[config.mk]
export PLATFORM = sky130hd
export DESIGN_NAME = c_subset_token_scanner_unit
export DESIGN_NICKNAME = d
export VERILOG_FILES = /design/src/rtl/core/ctsu_pkg.sv /design/src/rtl/core/ctsu_scan.sv /design/src/rtl/core/ctsu_fifo.sv /design/src/rtl/core/c_subset_token_scanner_unit.sv
export VERILOG_INCLUDE_DIRS = /design/src /design/src/rtl/core
export SDC_FILE = /design/constraint.sdc
export NUM_CORES = 1
export LEC_CHECK = 0
export ABC_AREA = 1
export BUFFER_PORTS_ARGS = -buffer_cell sky130_fd_sc_hd__buf_2
export CAP_MARGIN = 25
export CORE_MARGIN = 5
export CORE_UTILIZATION = 56
export CTS_CLUSTER_DIAMETER = 120
export CTS_CLUSTER_SIZE = 10
export DETAILED_ROUTE_END_ITERATION = 10
export GPL_TIMING_DRIVEN = 0
export PLACE_DENSITY = 0.76
export SLEW_MARGIN = 20
export SYNTH_ARGS = -nofsm -noshare
export SYNTH_HDL_FRONTEND = slang
export SYNTH_SLANG_ARGS = --single-unit
export TNS_END_PERCENT = 100
[constraint.sdc]
create_clock -name clk -period 3.3 [get_ports clk]
set_clock_uncertainty 0.1 [all_clocks]
set_input_delay 0.495 -clock clk [delete_from_list [all_inputs] [get_ports clk]]
set_output_delay 0.495 -clock clk [all_outputs]
set_load 0.005 [all_outputs]
[src/rtl/core/c_subset_token_scanner_unit_defines.svh]
// Assertion macros shared by the token scanner RTL.
`ifndef C_SUBSET_TOKEN_SCANNER_UNIT_DEFINES_SVH
`define C_SUBSET_TOKEN_SCANNER_UNIT_DEFINES_SVH
`ifndef SYNTHESIS
`define CTSU_ASSERT(label, clk, rst_n, prop) \
	label: assert property (@(posedge clk) disable iff (!rst_n) (prop)) \
		else $error("assertion failed");
`define CTSU_ASSERT_NEVER(label, clk, rst_n, expr) \
	label: assert property (@(posedge clk) disable iff (!rst_n) !(expr)) \
		else $error("forbidden condition seen");
`else
`define CTSU_ASSERT(label, clk, rst_n, prop)
`define CTSU_ASSERT_NEVER(label, clk, rst_n, expr)
`endif
`endif

[src/rtl/core/ctsu_pkg.sv]
// Types, token codes and character class functions of the token scanner.
package ctsu_pkg;

	localparam int TOKEN_KIND_BITS   = 5;
	localparam int TOKEN_START_BITS  = 32;
	localparam int TOKEN_LENGTH_BITS = 16;
	localparam int KEYWORD_MAX_LEN   = 6;
	localparam int FIFO_DEPTH        = 4;
	localparam int FIFO_PTR_BITS     = 2;
	localparam int FIFO_COUNT_BITS   = 3;

	typedef logic [TOKEN_KIND_BITS-1:0] kind_t;

	localparam kind_t KIND_EOF     = 5'd0;
	localparam kind_t KIND_INTEGER = 5'd1;
	localparam kind_t KIND_IDENT   = 5'd2;
	localparam kind_t KIND_GT      = 5'd3;
	localparam kind_t KIND_LT      = 5'd4;
	localparam kind_t KIND_GE      = 5'd5;
	localparam kind_t KIND_LE      = 5'd6;
	localparam kind_t KIND_EQ      = 5'd7;
	localparam kind_t KIND_NE      = 5'd8;
	localparam kind_t KIND_PLUS    = 5'd9;
	localparam kind_t KIND_MINUS   = 5'd10;
	localparam kind_t KIND_STAR    = 5'd11;
	localparam kind_t KIND_SLASH   = 5'd12;
	localparam kind_t KIND_LPAREN  = 5'd13;
	localparam kind_t KIND_RPAREN  = 5'd14;
	localparam kind_t KIND_LBRACE  = 5'd15;
	localparam kind_t KIND_RBRACE  = 5'd16;
	localparam kind_t KIND_SEMI    = 5'd17;
	localparam kind_t KIND_COMMA   = 5'd18;
	localparam kind_t KIND_IF      = 5'd19;
	localparam kind_t KIND_ELSE    = 5'd20;
	localparam kind_t KIND_WHILE   = 5'd21;
	localparam kind_t KIND_INT     = 5'd22;
	localparam kind_t KIND_RETURN  = 5'd23;
	localparam kind_t KIND_ERROR   = 5'd24;

	typedef enum logic [2:0] {
		MODE_IDLE,
		MODE_WORD,
		MODE_GT,
		MODE_LT,
		MODE_BANG,
		MODE_ERR
	} mode_t;

	typedef struct packed {
		logic                  valid;
		logic [7:0]            char_code;
		logic                  end_of_text;
	} item_t;

	typedef struct packed {
		kind_t                        kind;
		logic [TOKEN_START_BITS-1:0]  start;
		logic [TOKEN_LENGTH_BITS-1:0] length;
	} token_t;

	typedef struct packed {
		logic   v0;
		logic   v1;
		token_t t0;
		token_t t1;
	} emit_t;

	typedef struct packed {
		token_t tok;
		logic   last;
	} fifo_entry_t;

	typedef logic [KEYWORD_MAX_LEN-1:0][7:0] kw_window_t;

	function automatic logic is_digit(input logic [7:0] c);
		return (c >= "0") && (c <= "9");
	endfunction

	function automatic logic is_word(input logic [7:0] c);
		return is_digit(c) || ((c >= "a") && (c <= "z")) ||
			((c >= "A") && (c <= "Z")) || (c == "_");
	endfunction

	function automatic logic is_space(input logic [7:0] c);
		return (c == " ") || ((c >= 8'd9) && (c <= 8'd13));
	endfunction

	// {hit, kind} for one-character operators and punctuation
	function automatic logic [TOKEN_KIND_BITS:0] single_kind(input logic [7:0] c);
		logic [TOKEN_KIND_BITS:0] r;
		r = {1'b1, KIND_ERROR};
		case (c)
			"=": r = {1'b1, KIND_EQ};
			"+": r = {1'b1, KIND_PLUS};
			"-": r = {1'b1, KIND_MINUS};
			"*": r = {1'b1, KIND_STAR};
			"/": r = {1'b1, KIND_SLASH};
			"(": r = {1'b1, KIND_LPAREN};
			")": r = {1'b1, KIND_RPAREN};
			"{": r = {1'b1, KIND_LBRACE};
			"}": r = {1'b1, KIND_RBRACE};
			";": r = {1'b1, KIND_SEMI};
			",": r = {1'b1, KIND_COMMA};
			default: r = {1'b0, KIND_ERROR};
		endcase
		return r;
	endfunction

	// len is the lexeme length clipped to 7
	function automatic kind_t keyword_kind(input kw_window_t w, input logic [2:0] len);
		kind_t k;
		k = KIND_IDENT;
		priority if (len == 3'd2 && w[0] == "i" && w[1] == "f")
			k = KIND_IF;
		else if (len == 3'd4 && w[0] == "e" && w[1] == "l" && w[2] == "s" && w[3] == "e")
			k = KIND_ELSE;
		else if (len == 3'd5 && w[0] == "w" && w[1] == "h" && w[2] == "i" &&
				w[3] == "l" && w[4] == "e")
			k = KIND_WHILE;
		else if (len == 3'd3 && w[0] == "i" && w[1] == "n" && w[2] == "t")
			k = KIND_INT;
		else if (len == 3'd6 && w[0] == "r" && w[1] == "e" && w[2] == "t" &&
				w[3] == "u" && w[4] == "r" && w[5] == "n")
			k = KIND_RETURN;
		else
			k = KIND_IDENT;
		return k;
	endfunction

endpackage

[src/rtl/core/ctsu_scan.sv]
// Scanner state machine: consumes one character request and emits up to two tokens.
module ctsu_scan #(
	parameter int POSITION_BITS = 32,
	parameter int LENGTH_BITS   = 16,
	parameter int KEYWORD_CHARS = 6
) (
	input  logic            clk,
	input  logic            arst_n,
	input  ctsu_pkg::item_t item,
	output ctsu_pkg::emit_t emit
);
	import ctsu_pkg::*;

	localparam int IDX_BITS = $clog2(KEYWORD_CHARS);

	mode_t                    mode_q, mode_d, fresh_mode;
	logic [POSITION_BITS-1:0] pos_q, pos_d;
	logic [POSITION_BITS-1:0] pstart_q, pstart_d;
	logic [LENGTH_BITS-1:0]   plen_q, plen_d;
	logic                     digits_q, digits_d;
	logic [7:0]               window_q [KEYWORD_CHARS];

	logic                     win_we;
	logic [IDX_BITS-1:0]      win_idx;
	logic                     take_fresh;

	logic [7:0]               c;
	logic                     c_word, c_digit, c_space, c_gt, c_lt, c_bang, c_eq;
	logic [TOKEN_KIND_BITS:0] c_single;
	logic                     c_unknown;

	kw_window_t               kw_win;
	logic [2:0]               len_code;
	token_t                   word_tok, fresh_tok, pend_tok, sec_tok;
	logic                     fresh_v, pend_v, sec_v;

	assign c         = item.char_code;
	assign c_word    = is_word(c);
	assign c_digit   = is_digit(c);
	assign c_space   = is_space(c);
	assign c_gt      = (c == ">");
	assign c_lt      = (c == "<");
	assign c_bang    = (c == "!");
	assign c_eq      = (c == "=");
	assign c_single  = single_kind(c);
	assign c_unknown = !(c_space || c_word || c_gt || c_lt || c_bang || c_single[TOKEN_KIND_BITS]);

	always_comb begin
		priority if (c_space)
			fresh_mode = MODE_IDLE;
		else if (c_word)
			fresh_mode = MODE_WORD;
		else if (c_gt)
			fresh_mode = MODE_GT;
		else if (c_lt)
			fresh_mode = MODE_LT;
		else if (c_bang)
			fresh_mode = MODE_BANG;
		else if (c_single[TOKEN_KIND_BITS])
			fresh_mode = MODE_IDLE;
		else
			fresh_mode = MODE_ERR;
	end

	// next state
	always_comb begin
		mode_d     = mode_q;
		pos_d      = pos_q;
		pstart_d   = pstart_q;
		plen_d     = plen_q;
		digits_d   = digits_q;
		win_we     = 1'b0;
		win_idx    = plen_q[IDX_BITS-1:0];
		take_fresh = 1'b0;
		if (item.valid) begin
			if (item.end_of_text) begin
				mode_d   = MODE_IDLE;
				pos_d    = '0;
				pstart_d = '0;
				plen_d   = '0;
				digits_d = 1'b1;
			end else begin
				pos_d = pos_q + 1'b1;
				unique case (mode_q)
					MODE_IDLE: take_fresh = 1'b1;
					MODE_WORD: begin
						if (c_word) begin
							win_we = (32'(plen_q) < KEYWORD_CHARS);
							if (plen_q != '1)
								plen_d = plen_q + 1'b1;
							if (!c_digit)
								digits_d = 1'b0;
						end else begin
							take_fresh = 1'b1;
						end
					end
					MODE_GT, MODE_LT: begin
						if (c_eq)
							mode_d = MODE_IDLE;
						else
							take_fresh = 1'b1;
					end
					MODE_BANG: mode_d = c_eq ? MODE_IDLE : MODE_ERR;
					MODE_ERR:  mode_d = MODE_ERR;
					default:   mode_d = MODE_IDLE;
				endcase
				if (take_fresh) begin
					mode_d = fresh_mode;
					if (c_word || c_gt || c_lt || c_bang) begin
						pstart_d = pos_q;
						plen_d   = LENGTH_BITS'(1);
					end
					if (c_word) begin
						digits_d = c_digit;
						win_we   = 1'b1;
						win_idx  = '0;
					end
				end
			end
		end
	end

	// outputs
	always_comb begin
		for (int i = 0; i < KEYWORD_MAX_LEN; i++)
			kw_win[i] = window_q[i];
		len_code = (plen_q > LENGTH_BITS'(KEYWORD_MAX_LEN)) ? 3'd7 : plen_q[2:0];

		word_tok.kind   = digits_q ? KIND_INTEGER : keyword_kind(kw_win, len_code);
		word_tok.start  = TOKEN_START_BITS'(pstart_q);
		word_tok.length = TOKEN_LENGTH_BITS'(plen_q);

		fresh_v          = c_single[TOKEN_KIND_BITS] || c_unknown;
		fresh_tok.kind   = c_single[TOKEN_KIND_BITS] ? c_single[TOKEN_KIND_BITS-1:0] : KIND_ERROR;
		fresh_tok.start  = TOKEN_START_BITS'(pos_q);
		fresh_tok.length = TOKEN_LENGTH_BITS'(1);

		pend_v          = 1'b0;
		pend_tok        = word_tok;
		sec_v           = 1'b0;
		sec_tok         = fresh_tok;

		if (item.valid) begin
			if (item.end_of_text) begin
				sec_v          = 1'b1;
				sec_tok.kind   = KIND_EOF;
				sec_tok.start  = TOKEN_START_BITS'(pos_q);
				sec_tok.length = '0;
				pend_tok.length = TOKEN_LENGTH_BITS'(1);
				unique case (mode_q)
					MODE_WORD: begin
						pend_v   = 1'b1;
						pend_tok = word_tok;
					end
					MODE_GT: begin
						pend_v        = 1'b1;
						pend_tok.kind = KIND_GT;
					end
					MODE_LT: begin
						pend_v        = 1'b1;
						pend_tok.kind = KIND_LT;
					end
					MODE_BANG: begin
						pend_v        = 1'b1;
						pend_tok.kind = KIND_ERROR;
					end
					default: pend_v = 1'b0;
				endcase
			end else begin
				unique case (mode_q)
					MODE_IDLE: sec_v = fresh_v;
					MODE_WORD: begin
						if (!c_word) begin
							pend_v = 1'b1;
							sec_v  = fresh_v;
						end
					end
					MODE_GT, MODE_LT: begin
						pend_v = 1'b1;
						if (c_eq) begin
							pend_tok.kind   = (mode_q == MODE_GT) ? KIND_GE : KIND_LE;
							pend_tok.length = TOKEN_LENGTH_BITS'(2);
						end else begin
							pend_tok.kind   = (mode_q == MODE_GT) ? KIND_GT : KIND_LT;
							pend_tok.length = TOKEN_LENGTH_BITS'(1);
							sec_v           = fresh_v;
						end
					end
					MODE_BANG: begin
						pend_v          = 1'b1;
						pend_tok.kind   = c_eq ? KIND_NE : KIND_ERROR;
						pend_tok.length = c_eq ? TOKEN_LENGTH_BITS'(2) : TOKEN_LENGTH_BITS'(1);
					end
					default: pend_v = 1'b0;
				endcase
			end
		end

		if (pend_v) begin
			emit.v0 = 1'b1;
			emit.t0 = pend_tok;
			emit.v1 = sec_v;
			emit.t1 = sec_tok;
		end else begin
			emit.v0 = sec_v;
			emit.t0 = sec_tok;
			emit.v1 = 1'b0;
			emit.t1 = sec_tok;
		end
	end

	always_ff @(posedge clk or negedge arst_n) begin
		if (!arst_n) begin
			mode_q   <= MODE_IDLE;
			pos_q    <= '0;
			pstart_q <= '0;
			plen_q   <= '0;
			digits_q <= 1'b1;
		end else begin
			mode_q   <= mode_d;
			pos_q    <= pos_d;
			pstart_q <= pstart_d;
			plen_q   <= plen_d;
			digits_q <= digits_d;
		end
	end

	always_ff @(posedge clk) begin
		if (win_we)
			window_q[win_idx] <= c;
	end

endmodule

[src/rtl/core/ctsu_fifo.sv]
// Token output queue: takes up to two tokens per cycle, presents one at a time.
`include "c_subset_token_scanner_unit_defines.svh"
module ctsu_fifo (
	input  logic                  clk,
	input  logic                  arst_n,
	input  ctsu_pkg::emit_t       push,
	input  logic                  stall,
	output logic                  valid,
	output ctsu_pkg::fifo_entry_t head,
	output logic                  room
);
	import ctsu_pkg::*;

	fifo_entry_t                mem_q [FIFO_DEPTH];
	logic [FIFO_PTR_BITS-1:0]   wr_ptr_q, rd_ptr_q, wr_ptr_p1;
	logic [FIFO_COUNT_BITS-1:0] count_q;
	logic                       pop;

	assign valid     = (count_q != '0);
	assign head      = mem_q[rd_ptr_q];
	assign room      = (count_q <= FIFO_COUNT_BITS'(FIFO_DEPTH - 2));
	assign pop       = valid && !stall;
	assign wr_ptr_p1 = wr_ptr_q + 1'b1;

	always_ff @(posedge clk) begin
		if (push.v0)
			mem_q[wr_ptr_q] <= '{tok: push.t0, last: !push.v1};
		if (push.v1)
			mem_q[wr_ptr_p1] <= '{tok: push.t1, last: 1'b1};
	end

	always_ff @(posedge clk or negedge arst_n) begin
		if (!arst_n) begin
			wr_ptr_q <= '0;
			rd_ptr_q <= '0;
			count_q  <= '0;
		end else begin
			wr_ptr_q <= wr_ptr_q + FIFO_PTR_BITS'(push.v0) + FIFO_PTR_BITS'(push.v1);
			if (pop)
				rd_ptr_q <= rd_ptr_q + 1'b1;
			count_q <= count_q + FIFO_COUNT_BITS'(push.v0) + FIFO_COUNT_BITS'(push.v1)
				- FIFO_COUNT_BITS'(pop);
		end
	end

	`CTSU_ASSERT(a_count_bound, clk, arst_n, count_q <= FIFO_COUNT_BITS'(FIFO_DEPTH))
	`CTSU_ASSERT(a_pair_order, clk, arst_n, push.v1 |-> push.v0)
	`CTSU_ASSERT_NEVER(a_push_without_room, clk, arst_n, !room && push.v0)
	`CTSU_ASSERT(a_head_held, clk, arst_n, (valid && stall) |=> (valid && $stable(head)))

endmodule

[src/rtl/core/c_subset_token_scanner_unit.sv]
// Top level of the C subset token scanner.
// Each taken character is registered, and its tokens are registered in the output queue.
// Throughput: one character per cycle while the output queue has room; output drains one
// token per cycle unless token_stall, so a character with two tokens can stall the input.
// Reset: asynchronous active low; scanner idle, position zero, output queue empty.
module c_subset_token_scanner_unit #(
	parameter int POSITION_BITS = 32,
	parameter int LENGTH_BITS   = 16,
	parameter int KEYWORD_CHARS = 6
) (
	input  logic                                  clk,
	input  logic                                  arst_n,
	input  logic                                  char_valid,
	output logic                                  char_stall,
	input  logic [7:0]                            char_code,
	input  logic                                  end_of_text,
	output logic                                  token_valid,
	input  logic                                  token_stall,
	output logic [ctsu_pkg::TOKEN_KIND_BITS-1:0]  token_kind,
	output logic [ctsu_pkg::TOKEN_START_BITS-1:0] token_start,
	output logic [ctsu_pkg::TOKEN_LENGTH_BITS-1:0] token_length,
	output logic                                  last_of_item
);
	import ctsu_pkg::*;

	logic        valid_s1;
	logic [7:0]  char_s1;
	logic        eot_s1;
	logic        room, consume, accept;
	item_t       item;
	emit_t       emit;
	fifo_entry_t head;

	assign accept     = char_valid && !char_stall;
	assign consume    = valid_s1 && room;
	assign char_stall = valid_s1 && !room;

	always_ff @(posedge clk or negedge arst_n) begin
		if (!arst_n) begin
			valid_s1 <= 1'b0;
		end else if (accept) begin
			valid_s1 <= 1'b1;
		end else if (consume) begin
			valid_s1 <= 1'b0;
		end
	end

	always_ff @(posedge clk) begin
		if (accept) begin
			char_s1 <= char_code;
			eot_s1  <= end_of_text;
		end
	end

	assign item = '{valid: consume, char_code: char_s1, end_of_text: eot_s1};

	ctsu_scan #(
		.POSITION_BITS(POSITION_BITS),
		.LENGTH_BITS  (LENGTH_BITS),
		.KEYWORD_CHARS(KEYWORD_CHARS)
	) u_scan (
		.clk   (clk),
		.arst_n(arst_n),
		.item  (item),
		.emit  (emit)
	);

	ctsu_fifo u_fifo (
		.clk   (clk),
		.arst_n(arst_n),
		.push  (emit),
		.stall (token_stall),
		.valid (token_valid),
		.head  (head),
		.room  (room)
	);

	assign token_kind   = head.tok.kind;
	assign token_start  = head.tok.start;
	assign token_length = head.tok.length;
	assign last_of_item = head.last;

endmodule
==> impl_results.md, run 1 <==
- Gpl congestion: 0.9703
- Die area: 0.03689 sq mm
- Arrival time reported for the critical path endpoint: 3460 ps
- Sum of internal, switching and leakage power: 0.01748 W
- Die outline height: 192.1 microns
- Effective utilization at floorplan: 56.91%
- Buffer cell driving the clock tree root: sky130_fd_sc_hd__clkbuf_16
- Port-buffer cells: 68
- Drt first-iter violations: 2159
- Synth Net Count: 2318
- Worst slew margin relative to its limit: 39.09%
- Mapped cell area: 0.01856 sq mm
- CTS max path bufs: 3
- CTS tree: yes
- Final design utilization: 64.92%
- Highest clock frequency the design can meet: 0.3050 GHz
- Num rows: 66
- Critical setup path kind: reg -> reg
- Number of buffers created by CTS: 42
- Time the worst path needs with I/O delays and setup: 3279 ps
- Leakage Power: 9.156 nW
- Clock transition at the registers of the reported paths: 60 ps
- Result of the run: complete, no violations
- Clk_lat worst skew: 540 ps
- Most common cell after layout, fill and taps aside: sky130_fd_sc_hd__nand2_1
- Post-synthesis sequential element count: 365
- Antenna diode instance count: 0
- Yosys warning total: 0
- Worst VDD drop: 0.5789 mV
- Number of different library cells in the post-synthesis netlist: 42
- Final max-slew violation count: 0
- Flop-to-flop setup slack: 20 ps
- Endpoint class of the critical path: flip-flop
- Area share of the leading cell type in the synthesized netlist: 33.81%
- Max H-tree Level: 2
- Mapped Cells: 2297
- Cell taking the most area after synthesis: sky130_fd_sc_hd__edfxtp_1
- Hold Crit Start: char_code[2]
- Final ANT Viol Nets: 0
- Worst hold path endpoint: char_s1[2]
- # nets final: 2454
- # IOs: 69
- Worst min-delay path category: in -> reg
- Top fanout value on the critical path: 18
- Slew at the pin closest to its max-slew limit: 912.6 ps
- Routed via count: 17210
- Final routed DRC violation total: 0
- Clock sink total: 365
- Growth of design area from synthesis to finish: 14.07%
- Total half-perimeter wirelength after legalization and detailed placement: 39.44 mm
- Number of detailed-routing iterations run before antenna repair: 6
- Global-route wire length before repair: 88.89 mm
- Antenna violations before repair: 0
- Average routed wire per standard cell: 19.77 microns
- Number of global-route vias before repair: 16320
- Total length of routed wires: 57.45 mm
- Crit path required time: 3480 ps
- Worst setup slack before clock tree synthesis: -520.4 ps
- Hold violation count in the final report: 0
- Smallest setup slack after layout: 21.40 ps
- Core Box Area: 0.03262 sq mm
- Largest cells by area after synthesis: sky130_fd_sc_hd__edfxtp_1 (34%), sky130_fd_sc_hd__nand2_1 (15%), sky130_fd_sc_hd__dfrtp_1 (12%)
- Global routing usage summed across all routing layers: 30.95%
- Layout cell share with drive strength beyond 1: 10.63%
- Largest net degree at the start of global routing: 79
- Hold path cells: 1
- Nature of the critical path startpoint: flip-flop
- Final Cycle Share: 99.35%
- Remaining global-route overflow: 0
- RSZ-0062 raised after global routing: yes
- Vias per inst: 5.922
- Avg Cell Area, Syn: 8.082 sq um
- Total of max-cap violations: 0
- Launch point of the worst reg-to-reg path: u_fifo.count_q[2]
- Area after DPL: 0.01960 sq mm
- Commonest cells after routing, fill and taps aside: sky130_fd_sc_hd__nand2_1 (713), sky130_fd_sc_hd__nor2_1 (245), sky130_fd_sc_hd__edfxtp_1 (209)
- Part of the Yosys area used for sequential elements: 53.12%
- Pwr Density: 825.5 mW/mm^2
- # setup viols final: 0
- Final cell area excluding filler cells: 0.02118 sq mm
- Worst flop-to-flop path endpoint: u_fifo.mem_q[0][47]
- Worst R2R Path Depth: 14
- Horizontal die dimension: 192.1 microns
- Setup total negative slack: 0 ps
==> area by class of cell <==
type	count	area, sq um
Buffer	121	619.3
Clock buffer	74	1235
Clock inverter	1	6.256
Fill cell	2717	11440
Inverter	183	689.4
Multi-Input combinational cell	1620	7528
Sequential cell	365	9862
Tap cell	442	553.0
Timing Repair Buffer	100	683.2
==> metrics by stage <==
stage,cells,hold slack (ps)
6_report,2906,38.04
5_1_grt,2906,27.54
4_1_cts,2895,30.79
3_5_place_dp,2812,239.1
3_3_place_gp,2807,333.8
2_1_floorplan,2297,99.41
==> power breakdown <==
group          internal (W)  total (W)  switching, W
Sequential          0.00566    0.00603      0.000367
Combinational       0.00197    0.00712       0.00515
Clock               0.00252    0.00433       0.00182
Total                0.0101     0.0175       0.00733
==> routing by layer <==
| layer | routed length, microns | share of wire [%] | GRT usage [%] |
|---|---|---|---|
| met3 | 6712 | 12 | 6.216 |
| met2 | 25750 | 45 | 48.71 |
| met4 | 2485 | 4.3 | 12.78 |
| met5 | 0 | 0 | 0 |
| met1 | 22500 | 39 | 42.28 |
==> cells in the mapped netlist (all sizes together) <==
cell    count
clkinv      2
o211ai      1
o22ai      91
o311ai      1
ha          5
nand2     734
nand4      16
buf        52
a31oi       5
nor4        4
o21a        4
dfxtp      64
fa          3
xnor2       2
edfxtp    209
a41oi       1
a21oi      36
nor3       49
xor2       16
nor2      260
nand3b      4
o21ai     184
dfrtp      91
nor3b       3
clkbuf     77
nand3     198
o31ai       3
dfstp       1
inv       181
==> state kept, by name (all words and copies together), names as in the netlist <==
name and flops:
char_s1 8, eot_s1 1, u_fifo.count_q 3, u_fifo.mem_q 216, u_fifo.rd_ptr_q 2, u_fifo.wr_ptr_q 2, u_scan.digits_q 1, u_scan.mode_q 3
u_scan.plen_q 16, u_scan.pos_q 32, u_scan.pstart_q 32, u_scan.window_q 48, valid_s1 1
==> how the worst max path moves through the flow <==
| stage | startpoint | to | slack [ps] | depth (start not counted) |
|---|---|---|---|---|
| floorplan | char_s1[1] | u_fifo.mem_q[0][17] | 30 | 12 |
| global placement | char_s1[1] | u_fifo.mem_q[0][37] | -1250 | 14 |
| detailed placement | char_s1[7] | u_fifo.mem_q[2][35] | -520 | 15 |
| CTS | u_fifo.count_q[1] | u_scan.window_q[4][7] | -20 | 11 |
| global route | u_fifo.count_q[2] | u_fifo.mem_q[2][19] | -100 | 15 |
| finish | u_fifo.count_q[2] | u_fifo.mem_q[0][47] | 20 | 14 |
==> cells by family (layout without fill, tap and decap cells) <==
family | after synthesis | in the layout | synth area share, %
xor+xnor | 18 | 18 | 0.8492
buf+inv | 312 | 479 | 7.097
flops | 365 | 365 | 53.12
compound gates | 326 | 326 | 9.705
simple gates | 1268 | 1268 | 28.57
fa+ha+maj | 8 | 8 | 0.6605
==> critical path, stage by stage (launching register included) <==
cell                      delay, ps
sky130_fd_sc_hd__dfrtp_1        350
sky130_fd_sc_hd__inv_1           80
sky130_fd_sc_hd__ha_1           180
sky130_fd_sc_hd__nor2_1         260
sky130_fd_sc_hd__nor2_4         110
sky130_fd_sc_hd__inv_2           80
sky130_fd_sc_hd__buf_2          320
sky130_fd_sc_hd__nor2_4          80
sky130_fd_sc_hd__inv_2          210
sky130_fd_sc_hd__nand3_4        280
sky130_fd_sc_hd__nand2_4        350
sky130_fd_sc_hd__inv_2          170
sky130_fd_sc_hd__buf_2          260
sky130_fd_sc_hd__nand2_1        100
sky130_fd_sc_hd__nand2_1         60
==> repair_timing <==
item                       CTS  global route
hold buffers                 1             0
setup buffers               14            12
pin swaps                    1             8
hold endpoints to repair    14             0
setup endpoints to repair  214           167
resized for setup           20            28
Note: power is estimated with default switching activity, not from simulation.
==> inputs of run 2 (changes only) <==
--- a/config.mk
+++ b/config.mk
@@ -6,7 +6,7 @@
 export SDC_FILE = /design/constraint.sdc
 export NUM_CORES = 1
 export LEC_CHECK = 0
-export ABC_AREA = 1
+export ABC_AREA = 0
 export BUFFER_PORTS_ARGS = -buffer_cell sky130_fd_sc_hd__buf_2
 export CAP_MARGIN = 25
 export CORE_MARGIN = 5
==> impl_results.md, run 2 <==
- Final routed DRC violation total: 0 (unchanged)
- Clock transition at the registers of the reported paths: 50 ps (was 60 ps)
- Total length of routed wires: 44.50 mm (was 57.45 mm)
- Largest net degree at the start of global routing: 64 (was 79)
- EDFF count, synth: 209 (unchanged)
- Pwr Density: 858.6 mW/mm^2 (was 825.5 mW/mm^2)
- Part of the Yosys area used for sequential elements: 58.77% (was 53.12%)
- Most frequent cells after synthesis: sky130_fd_sc_hd__a22o_1 (218), sky130_fd_sc_hd__edfxtp_1 (209), sky130_fd_sc_hd__dfrtp_1 (91), sky130_fd_sc_hd__nor2_1 (71), sky130_fd_sc_hd__dfxtp_1 (64) (was sky130_fd_sc_hd__nand2_1 (722), sky130_fd_sc_hd__nor2_1 (253), sky130_fd_sc_hd__edfxtp_1 (209), sky130_fd_sc_hd__nand3_1 (191), sky130_fd_sc_hd__inv_1 (168))
- Most common cell after layout, fill and taps aside: sky130_fd_sc_hd__a22o_1 (was sky130_fd_sc_hd__nand2_1)
- Highest Signal Layer: met4 (unchanged)
- Slew at the pin closest to its max-slew limit: 879.5 ps (was 912.6 ps)
- Result of the run: complete, no violations (unchanged)
- Drt first-iter violations: 1424 (was 2159)
- Smallest setup slack after layout: 2.574 ps (was 21.40 ps)
- Top register by number of flip-flops: u_fifo.mem_q (unchanged)
- Worst VDD drop: 0.4854 mV (was 0.5789 mV)
- Most frequent cell after synthesis: sky130_fd_sc_hd__a22o_1 (was sky130_fd_sc_hd__nand2_1)
- Crit path required time: 3590 ps (was 3480 ps)
- Core Box Area: 0.02964 sq mm (was 0.03262 sq mm)
- Hold violation count in the final report: 0 (unchanged)
- Synth Net Count: 1294 (was 2318)
- Switching share of total power: 36.32% (was 41.95%)
- Fraction of synthesis flops using an asynchronous set or reset pin: 25.21% (unchanged)
- Clock sink total: 365 (unchanged)
- # setup viols final: 0 (unchanged)
- FILL cells: 2146 (was 2717)
- Global-route wire length before repair: 68.81 mm (was 88.89 mm)
- Sum of internal, switching and leakage power: 0.01683 W (was 0.01748 W)
- Highest clock frequency the design can meet: 0.3033 GHz (was 0.3050 GHz)
- # IOs: 69 (unchanged)
- Number of buffers created by CTS: 42 (unchanged)
- Number of detailed-routing iterations run before antenna repair: 5 (was 6)
- Commonest cells after routing, fill and taps aside: sky130_fd_sc_hd__a22o_1 (218), sky130_fd_sc_hd__edfxtp_1 (209), sky130_fd_sc_hd__buf_2 (91), sky130_fd_sc_hd__dfrtp_1 (91), sky130_fd_sc_hd__clkbuf_1 (82) (was sky130_fd_sc_hd__nand2_1 (713), sky130_fd_sc_hd__nor2_1 (245), sky130_fd_sc_hd__edfxtp_1 (209))
- Relative contribution of combinational cells to total power: 38.4% (was 40.7%)
- Final ANT Viol Nets: 0 (unchanged)
- Area share of the leading cell type in the synthesized netlist: 37.41% (was 33.81%)
- CTS max path bufs: 3 (unchanged)
- Worst min-delay path category: in -> reg (unchanged)
- Yosys warning total: 0 (unchanged)
- Clock power share: 24.7% (was 24.8%)
- Gpl congestion: 0.9224 (was 0.9703)
- Horizontal die dimension: 183.1 microns (was 192.1 microns)
- Die outline height: 183.1 microns (was 192.1 microns)
- Average routed wire per standard cell: 24.04 microns (was 19.77 microns)
- Number of global-route vias before repair: 12310 (was 16320)
- Mapped Cells: 1273 (was 2297)
- Worst slew margin relative to its limit: 41.36% (was 39.09%)
- # nets final: 1452 (was 2454)
- Hold path cells: 1 (unchanged)
- Post-synthesis sequential element count: 365 (unchanged)
- Largest cells by area after synthesis: sky130_fd_sc_hd__edfxtp_1 (37%), sky130_fd_sc_hd__dfrtp_1 (14%), sky130_fd_sc_hd__a22o_1 (11%) (was sky130_fd_sc_hd__edfxtp_1 (34%), sky130_fd_sc_hd__nand2_1 (15%), sky130_fd_sc_hd__dfrtp_1 (12%))
- Metal2 WL: 21.40 mm (was 25.75 mm)
- Buffer cell driving the clock tree root: sky130_fd_sc_hd__clkbuf_16 (unchanged)
- Antenna diode instance count: 0 (unchanged)
- Die area: 0.03352 sq mm (was 0.03689 sq mm)
- Clk_lat worst skew: 530 ps (was 540 ps)
- Global routing usage summed across all routing layers: 25.99% (was 30.95%)
- Antenna violations before repair: 0 (unchanged)
- Max H-tree Level: 2 (unchanged)
- Port-buffer cells: 68 (unchanged)
- Number of flip-flops under the largest register name: 216 (unchanged)
- Pint: 0.01072 W (was 0.01015 W)
- Total half-perimeter wirelength after legalization and detailed placement: 28.29 mm (was 39.44 mm)
- Portion of total power attributed to sequential cells: 36.9% (was 34.5%)
- Final Cycle Share: 99.92% (was 99.35%)
- RSZ-0062 raised after global routing: yes (unchanged)
- Largest regs: u_fifo.mem_q (216), u_scan.window_q (48) (unchanged)
- Arrival time reported for the critical path endpoint: 3590 ps (was 3460 ps)
- DR WL met3: 3.746 mm (was 6.712 mm)
- Predominant post-synthesis flop cell: sky130_fd_sc_hd__edfxtp_1 (unchanged)
- CTS tree: yes (unchanged)
- Number of different library cells in the post-synthesis netlist: 75 (was 42)
- Endpoint class of the critical path: flip-flop (unchanged)
- Routed via count: 12230 (was 17210)
- Net switching power of the design: 0.006113 W (was 0.007333 W)
- Remaining global-route overflow: 0 (unchanged)
- Cell taking the most area after synthesis: sky130_fd_sc_hd__edfxtp_1 (unchanged)
- Critical setup path kind: reg -> reg (unchanged)
- Top fanout value on the critical path: 10 (was 18)
- Time the worst path needs with I/O delays and setup: 3297 ps (was 3279 ps)
- Leakage Power: 7.300 nW (was 9.156 nW)
- Growth of design area from synthesis to finish: 16.85% (was 14.07%)
- Num rows: 63 (was 66)
- Vias per inst: 6.609 (was 5.922)
- Worst setup slack before clock tree synthesis: -822.1 ps (was -520.4 ps)
- Final design utilization: 66.15% (was 64.92%)
- Final max-slew violation count: 0 (unchanged)
- Effective utilization at floorplan: 56.61% (was 56.91%)
- Worst R2R Path Depth: 11 (was 14)
- Total of max-cap violations: 0 (unchanged)
- Avg Cell Area, Syn: 13.18 sq um (was 8.082 sq um)
- Layout cell share with drive strength beyond 1: 22.59% (was 10.63%)
- Post-Route M1 WL: 17.85 mm (was 22.50 mm)
- Nature of the critical path startpoint: flip-flop (unchanged)
- Mapped cell area: 0.01678 sq mm (was 0.01856 sq mm)
[run 2: cell count changes after synthesis, moves of 32 or more]
cell / previous run / this run
sky130_fd_sc_hd__a22o_1: 0 / 218
sky130_fd_sc_hd__inv_1: 168 / 24
sky130_fd_sc_hd__mux4_2: 0 / 54
sky130_fd_sc_hd__nand2_1: 722 / 57
sky130_fd_sc_hd__nand3_1: 191 / 34
sky130_fd_sc_hd__nor2_1: 253 / 71
sky130_fd_sc_hd__nor3_1: 49 / 16
sky130_fd_sc_hd__o21ai_0: 151 / 37
sky130_fd_sc_hd__o21ai_1: 33 / 1
sky130_fd_sc_hd__o22ai_1: 91 / 15
[run 2: power groups by stage]
stage | combinational, W | sequential [W] | clock, W
after global routing | 0.00683 | 0.00629 | 0.00439
after global placement | 0.00557 | 0.00631 | 0
final | 0.00646 | 0.00622 | 0.00415
after CTS | 0.00617 | 0.00620 | 0.00417
after floorplan | 0.00371 | 0.00620 | 0
after detailed placement | 0.00577 | 0.00634 | 0
[run 2: kinds of logic (layout without fill, tap and decap cells)]
logic type | after synthesis | count (layout) | share of synthesized area, %
fa+ha+maj | 8 | 8 | 0.7309
simple gates | 302 | 302 | 9.747
xor+xnor | 34 | 34 | 1.775
mux | 59 | 59 | 7.562
flops | 365 | 365 | 58.77
buf+inv | 139 | 327 | 3.595
compound gates | 366 | 366 | 17.82
[run 2: metal layers]
metal | vias up | GRT usage [%]
li1 | 5320 | -
met1 | 6152 | 35.86
met2 | 633 | 42.47
met3 | 128 | 4.284
met4 | 0 | 8.939
met5 | - | 0
[run 2: worst max-delay path, cell delays in order (launching register included)]
cell and delay [ps]:
sky130_fd_sc_hd__edfxtp_1 470, sky130_fd_sc_hd__clkbuf_8 210, sky130_fd_sc_hd__nand4b_1 150, sky130_fd_sc_hd__o2111ai_4 180, sky130_fd_sc_hd__a211o_4 410, sky130_fd_sc_hd__a21oi_4 160, sky130_fd_sc_hd__buf_4 140, sky130_fd_sc_hd__nor3_4 40
sky130_fd_sc_hd__buf_4 160, sky130_fd_sc_hd__o31ai_2 530, sky130_fd_sc_hd__clkbuf_4 420, sky130_fd_sc_hd__a22o_1 190
[run 2: repair_timing]
item / 4_1_cts / 5_1_grt
cloned: 1 / 0
pin swaps: 4 / 7
setup buffers: 27 / 14
setup endpoints to repair: 405 / 358
hold buffers: 1 / 0
hold endpoints to repair: 28 / 0
resized for setup: 32 / 47
[run 2: path summary, 6_finish.rpt]
| path | startpoint | end | slack [ps] |
|---|---|---|---|
| worst min register to register | u_fifo.mem_q[3][0] | u_fifo.mem_q[3][0] | 350 |
| min in group asynchronous | arst_n | u_scan.plen_q[9] | 330 |
| worst max register to register | char_s1[0] | u_fifo.mem_q[2][20] | 3 |
| worst min-delay path | char_code[0] | char_s1[0] | 50 |
| worst max-delay path | char_s1[0] | u_fifo.mem_q[2][20] | 3 |
| max in group asynchronous | arst_n | u_scan.pstart_q[7] | 2110 |
[run 2: cell type report]
type	count	area [sq um]	area share, %
inverters	24	105.1	0.5361
clock inverters	2	15.01	0.07658
plain buffers	113	580.6	2.961
multi-input cells	769	6588	33.60
flip-flops and latches	365	9861	50.30
clock buffers	72	1185	6.044
well taps	390	488.0	2.489
repair buffers	115	775.7	3.957
repair inverters	1	7.507	0.03829
[run 2: stage by stage]
step	hold WS [ps]	cell area [sq um]	instances	setup TNS (ps)
CTS	40.93	19380	1839	0
global placement	331.4	17690	1731	-196460
detailed placement	309.1	17810	1736	-124430
floorplan	99.41	16860	1273	-11460
global route	43.81	19610	1851	-2118
finish	52.49	19610	1851	0
==> inputs of run 3 (changes only) <==
--- a/config.mk
+++ b/config.mk
@@ -7,15 +7,15 @@
 export NUM_CORES = 1
 export LEC_CHECK = 0
 export ABC_AREA = 0
-export BUFFER_PORTS_ARGS = -buffer_cell sky130_fd_sc_hd__buf_2
 export CAP_MARGIN = 25
 export CORE_MARGIN = 5
-export CORE_UTILIZATION = 56
+export CORE_UTILIZATION = 57
 export CTS_CLUSTER_DIAMETER = 120
 export CTS_CLUSTER_SIZE = 10
 export DETAILED_ROUTE_END_ITERATION = 10
+export DONT_BUFFER_PORTS = 1
 export GPL_TIMING_DRIVEN = 0
-export PLACE_DENSITY = 0.76
+export PLACE_DENSITY = 0.75
 export SLEW_MARGIN = 20
 export SYNTH_ARGS = -nofsm -noshare
 export SYNTH_HDL_FRONTEND = slang
==> impl_results.md, run 3 (same netlist as run 2, synthesis figures left out) <==
- Total length of routed wires: 45.45 mm (was 44.50 mm)
- Slew at the pin closest to its max-slew limit: 921.8 ps (was 879.5 ps)
- CTS max path bufs: 3 (unchanged)
- Post-Route M1 WL: 17.83 mm (was 17.85 mm)
- Horizontal die dimension: 181.6 microns (was 183.1 microns)
- Number of flip-flops under the largest register name: 216 (unchanged)
- Launch point of the worst reg-to-reg path: char_s1[0] (unchanged)
- Highest Signal Layer: met4 (unchanged)
- Port-buffer cells: 0 (was 68)
- Final max-slew violation count: 0 (unchanged)
- Violations in the final reports: negative setup slack
- Largest regs: u_fifo.mem_q (216), u_scan.window_q (48) (unchanged)
- Arrival time reported for the critical path endpoint: 3600 ps (was 3590 ps)
- Final ANT Viol Nets: 0 (unchanged)
- Metal2 WL: 21.76 mm (was 21.40 mm)
- Result of the run: complete, but fails checks (was complete, no violations)
- Commonest cells after routing, fill and taps aside: sky130_fd_sc_hd__a22o_1 (218), sky130_fd_sc_hd__edfxtp_1 (209), sky130_fd_sc_hd__dfrtp_1 (91) (was sky130_fd_sc_hd__a22o_1 (218), sky130_fd_sc_hd__edfxtp_1 (209), sky130_fd_sc_hd__buf_2 (91), sky130_fd_sc_hd__dfrtp_1 (91), sky130_fd_sc_hd__clkbuf_1 (82))
- # nets final: 1404 (was 1452)
- Global-route wire length before repair: 69.59 mm (was 68.81 mm)
- Nature of the critical path startpoint: flip-flop (unchanged)
- FILL cells: 2038 (was 2146)
- Smallest setup slack after layout: -11.24 ps (was 2.574 ps)
- Critical setup path kind: reg -> reg (unchanged)
- # IOs: 69 (unchanged)
- Effective utilization at floorplan: 58.14% (was 56.61%)
- Flop-to-flop setup slack: -10 ps (was 3 ps)
- # setup viols final: 1 (was 0)
- RSZ-0062 raised after global routing: yes (unchanged)
- Hold Crit Start: token_stall (was char_code[0])
- Highest clock frequency the design can meet: 0.3020 GHz (was 0.3033 GHz)
- First element of the critical path: char_s1[0] (unchanged)
- Total half-perimeter wirelength after legalization and detailed placement: 28.62 mm (was 28.29 mm)
- Number of global-route vias before repair: 11870 (was 12310)
- Pwr Density: 859.5 mW/mm^2 (was 858.6 mW/mm^2)
- Hold violation count in the final report: 0 (unchanged)
- Final Cycle Share: 100.3% (was 99.92%)
- Num rows: 62 (was 63)
- Most common cell after layout, fill and taps aside: sky130_fd_sc_hd__a22o_1 (unchanged)
- Layout cell share with drive strength beyond 1: 19.00% (was 22.59%)
- Vias per inst: 6.662 (was 6.609)
- Total of max-cap violations: 0 (unchanged)
- Max H-tree Level: 2 (unchanged)
- Gpl congestion: 0.9570 (was 0.9224)
- Remaining global-route overflow: 0 (unchanged)
- DR WL met3: 3.997 mm (was 3.746 mm)
- CTS tree: yes (unchanged)
- Buffer cell driving the clock tree root: sky130_fd_sc_hd__clkbuf_16 (unchanged)
- Die area: 0.03297 sq mm (was 0.03352 sq mm)
- Sum of internal, switching and leakage power: 0.01679 W (was 0.01683 W)
- Crit path required time: 3590 ps (about the same)
- Number of buffers created by CTS: 42 (unchanged)
- Top register by number of flip-flops: u_fifo.mem_q (unchanged)
- Final routed DRC violation total: 0 (unchanged)
- Number of detailed-routing iterations run before antenna repair: 6 (was 5)
- Largest net degree at the start of global routing: 93 (was 64)
- Leakage Power: 7.130 nW (was 7.300 nW)
- Final design utilization: 67.69% (was 66.15%)
- Time the worst path needs with I/O delays and setup: 3311 ps (was 3297 ps)
- Drt first-iter violations: 1323 (was 1424)
- Routed via count: 11990 (was 12230)
- Worst slew margin relative to its limit: 38.03% (was 41.36%)
- Growth of design area from synthesis to finish: 16.42% (was 16.85%)
- Average routed wire per standard cell: 25.25 microns (was 24.04 microns)
- Top fanout value on the critical path: 10 (unchanged)
- Worst min-delay path category: in -> reg (unchanged)
- Core Box Area: 0.02886 sq mm (was 0.02964 sq mm)
- Endpoint class of the critical path: flip-flop (unchanged)
- Worst VDD drop: 0.5230 mV (was 0.4854 mV)
- Clock transition at the registers of the reported paths: 60 ps (was 50 ps)
- Global routing usage summed across all routing layers: 26.88% (was 25.99%)
- Die outline height: 181.6 microns (was 183.1 microns)
- Clock sink total: 365 (unchanged)
- Antenna violations before repair: 0 (unchanged)
- Antenna diode instance count: 0 (unchanged)
- Clk_lat worst skew: 540 ps (was 530 ps)
==> run 3: path summary, 6_finish.rpt <==
kind	depth (start not counted)	endpoint
hold / removal	3	u_fifo.rd_ptr_q[1]
max in group asynchronous	2	u_scan.pstart_q[29]
setup / recovery	9	u_fifo.mem_q[2][20]
min in group asynchronous	2	u_scan.mode_q[0]
setup reg to reg	9	u_fifo.mem_q[2][20]
hold reg to reg	1	u_fifo.mem_q[0][0]
==> run 3: final cells by class <==
| type | count | area, sq um | share of cell area, % |
|---|---|---|---|
| Buffer | 113 | 601.8 | 3.081 |
| Clock buffer | 74 | 1192 | 6.105 |
| Inverter | 24 | 105.1 | 0.5381 |
| Tap cell | 384 | 480.5 | 2.460 |
| Clock inverter | 3 | 38.79 | 0.1986 |
| Sequential cell | 365 | 9861 | 50.48 |
| Multi-Input combinational cell | 769 | 6634 | 33.96 |
| Timing Repair Buffer | 68 | 619.3 | 3.171 |
==> run 3: critical path, stage by stage (launching register included) <==
cell	delay (ps)
sky130_fd_sc_hd__edfxtp_1	450
sky130_fd_sc_hd__clkbuf_8	200
sky130_fd_sc_hd__nand4b_1	160
sky130_fd_sc_hd__o2111ai_4	180
sky130_fd_sc_hd__a211o_4	420
sky130_fd_sc_hd__buf_4	170
sky130_fd_sc_hd__a211oi_4	300
sky130_fd_sc_hd__buf_4	210
sky130_fd_sc_hd__clkbuf_1	700
sky130_fd_sc_hd__a22o_1	260
==> run 3: layer usage <==
metal,GRT usage (%),up-vias
met4,10.60,0
li1,-,5227
met1,36.75,5984
met2,42.89,639
met5,0,-
met3,5.322,141
==> run 3: what timing repair did <==
item | CTS | global route
setup buffers | 29 | 22
resized for setup | 36 | 47
setup endpoints to repair | 396 | 269
pin swaps | 5 | 9
hold buffers | 12 | 0
hold endpoints to repair | 102 | 0
==> run 3: stage by stage <==
stage / setup WS (ps) / std cells / cell area [sq um] / hold WS, ps / TNS (ps)
2_1_floorplan: -110.4 / 1273 / 16860 / 99.41 / -11460
3_3_place_gp: -1074 / 1657 / 17340 / 108.0 / -203240
3_5_place_dp: -743.0 / 1662 / 17440 / 107.6 / -125760
4_1_cts: 2.264 / 1779 / 19180 / 166.9 / 0
5_1_grt: -192.6 / 1800 / 19530 / 204.5 / -11500
6_report: -11.24 / 1800 / 19530 / 198.2 / -11.24
==> run 3: power by group <==
group          internal (W)  total, W  switching [W]
Combinational       0.00224   0.00634        0.00410
Sequential          0.00588   0.00623       0.000349
Clock               0.00244   0.00422        0.00177
Total                0.0106    0.0168        0.00622
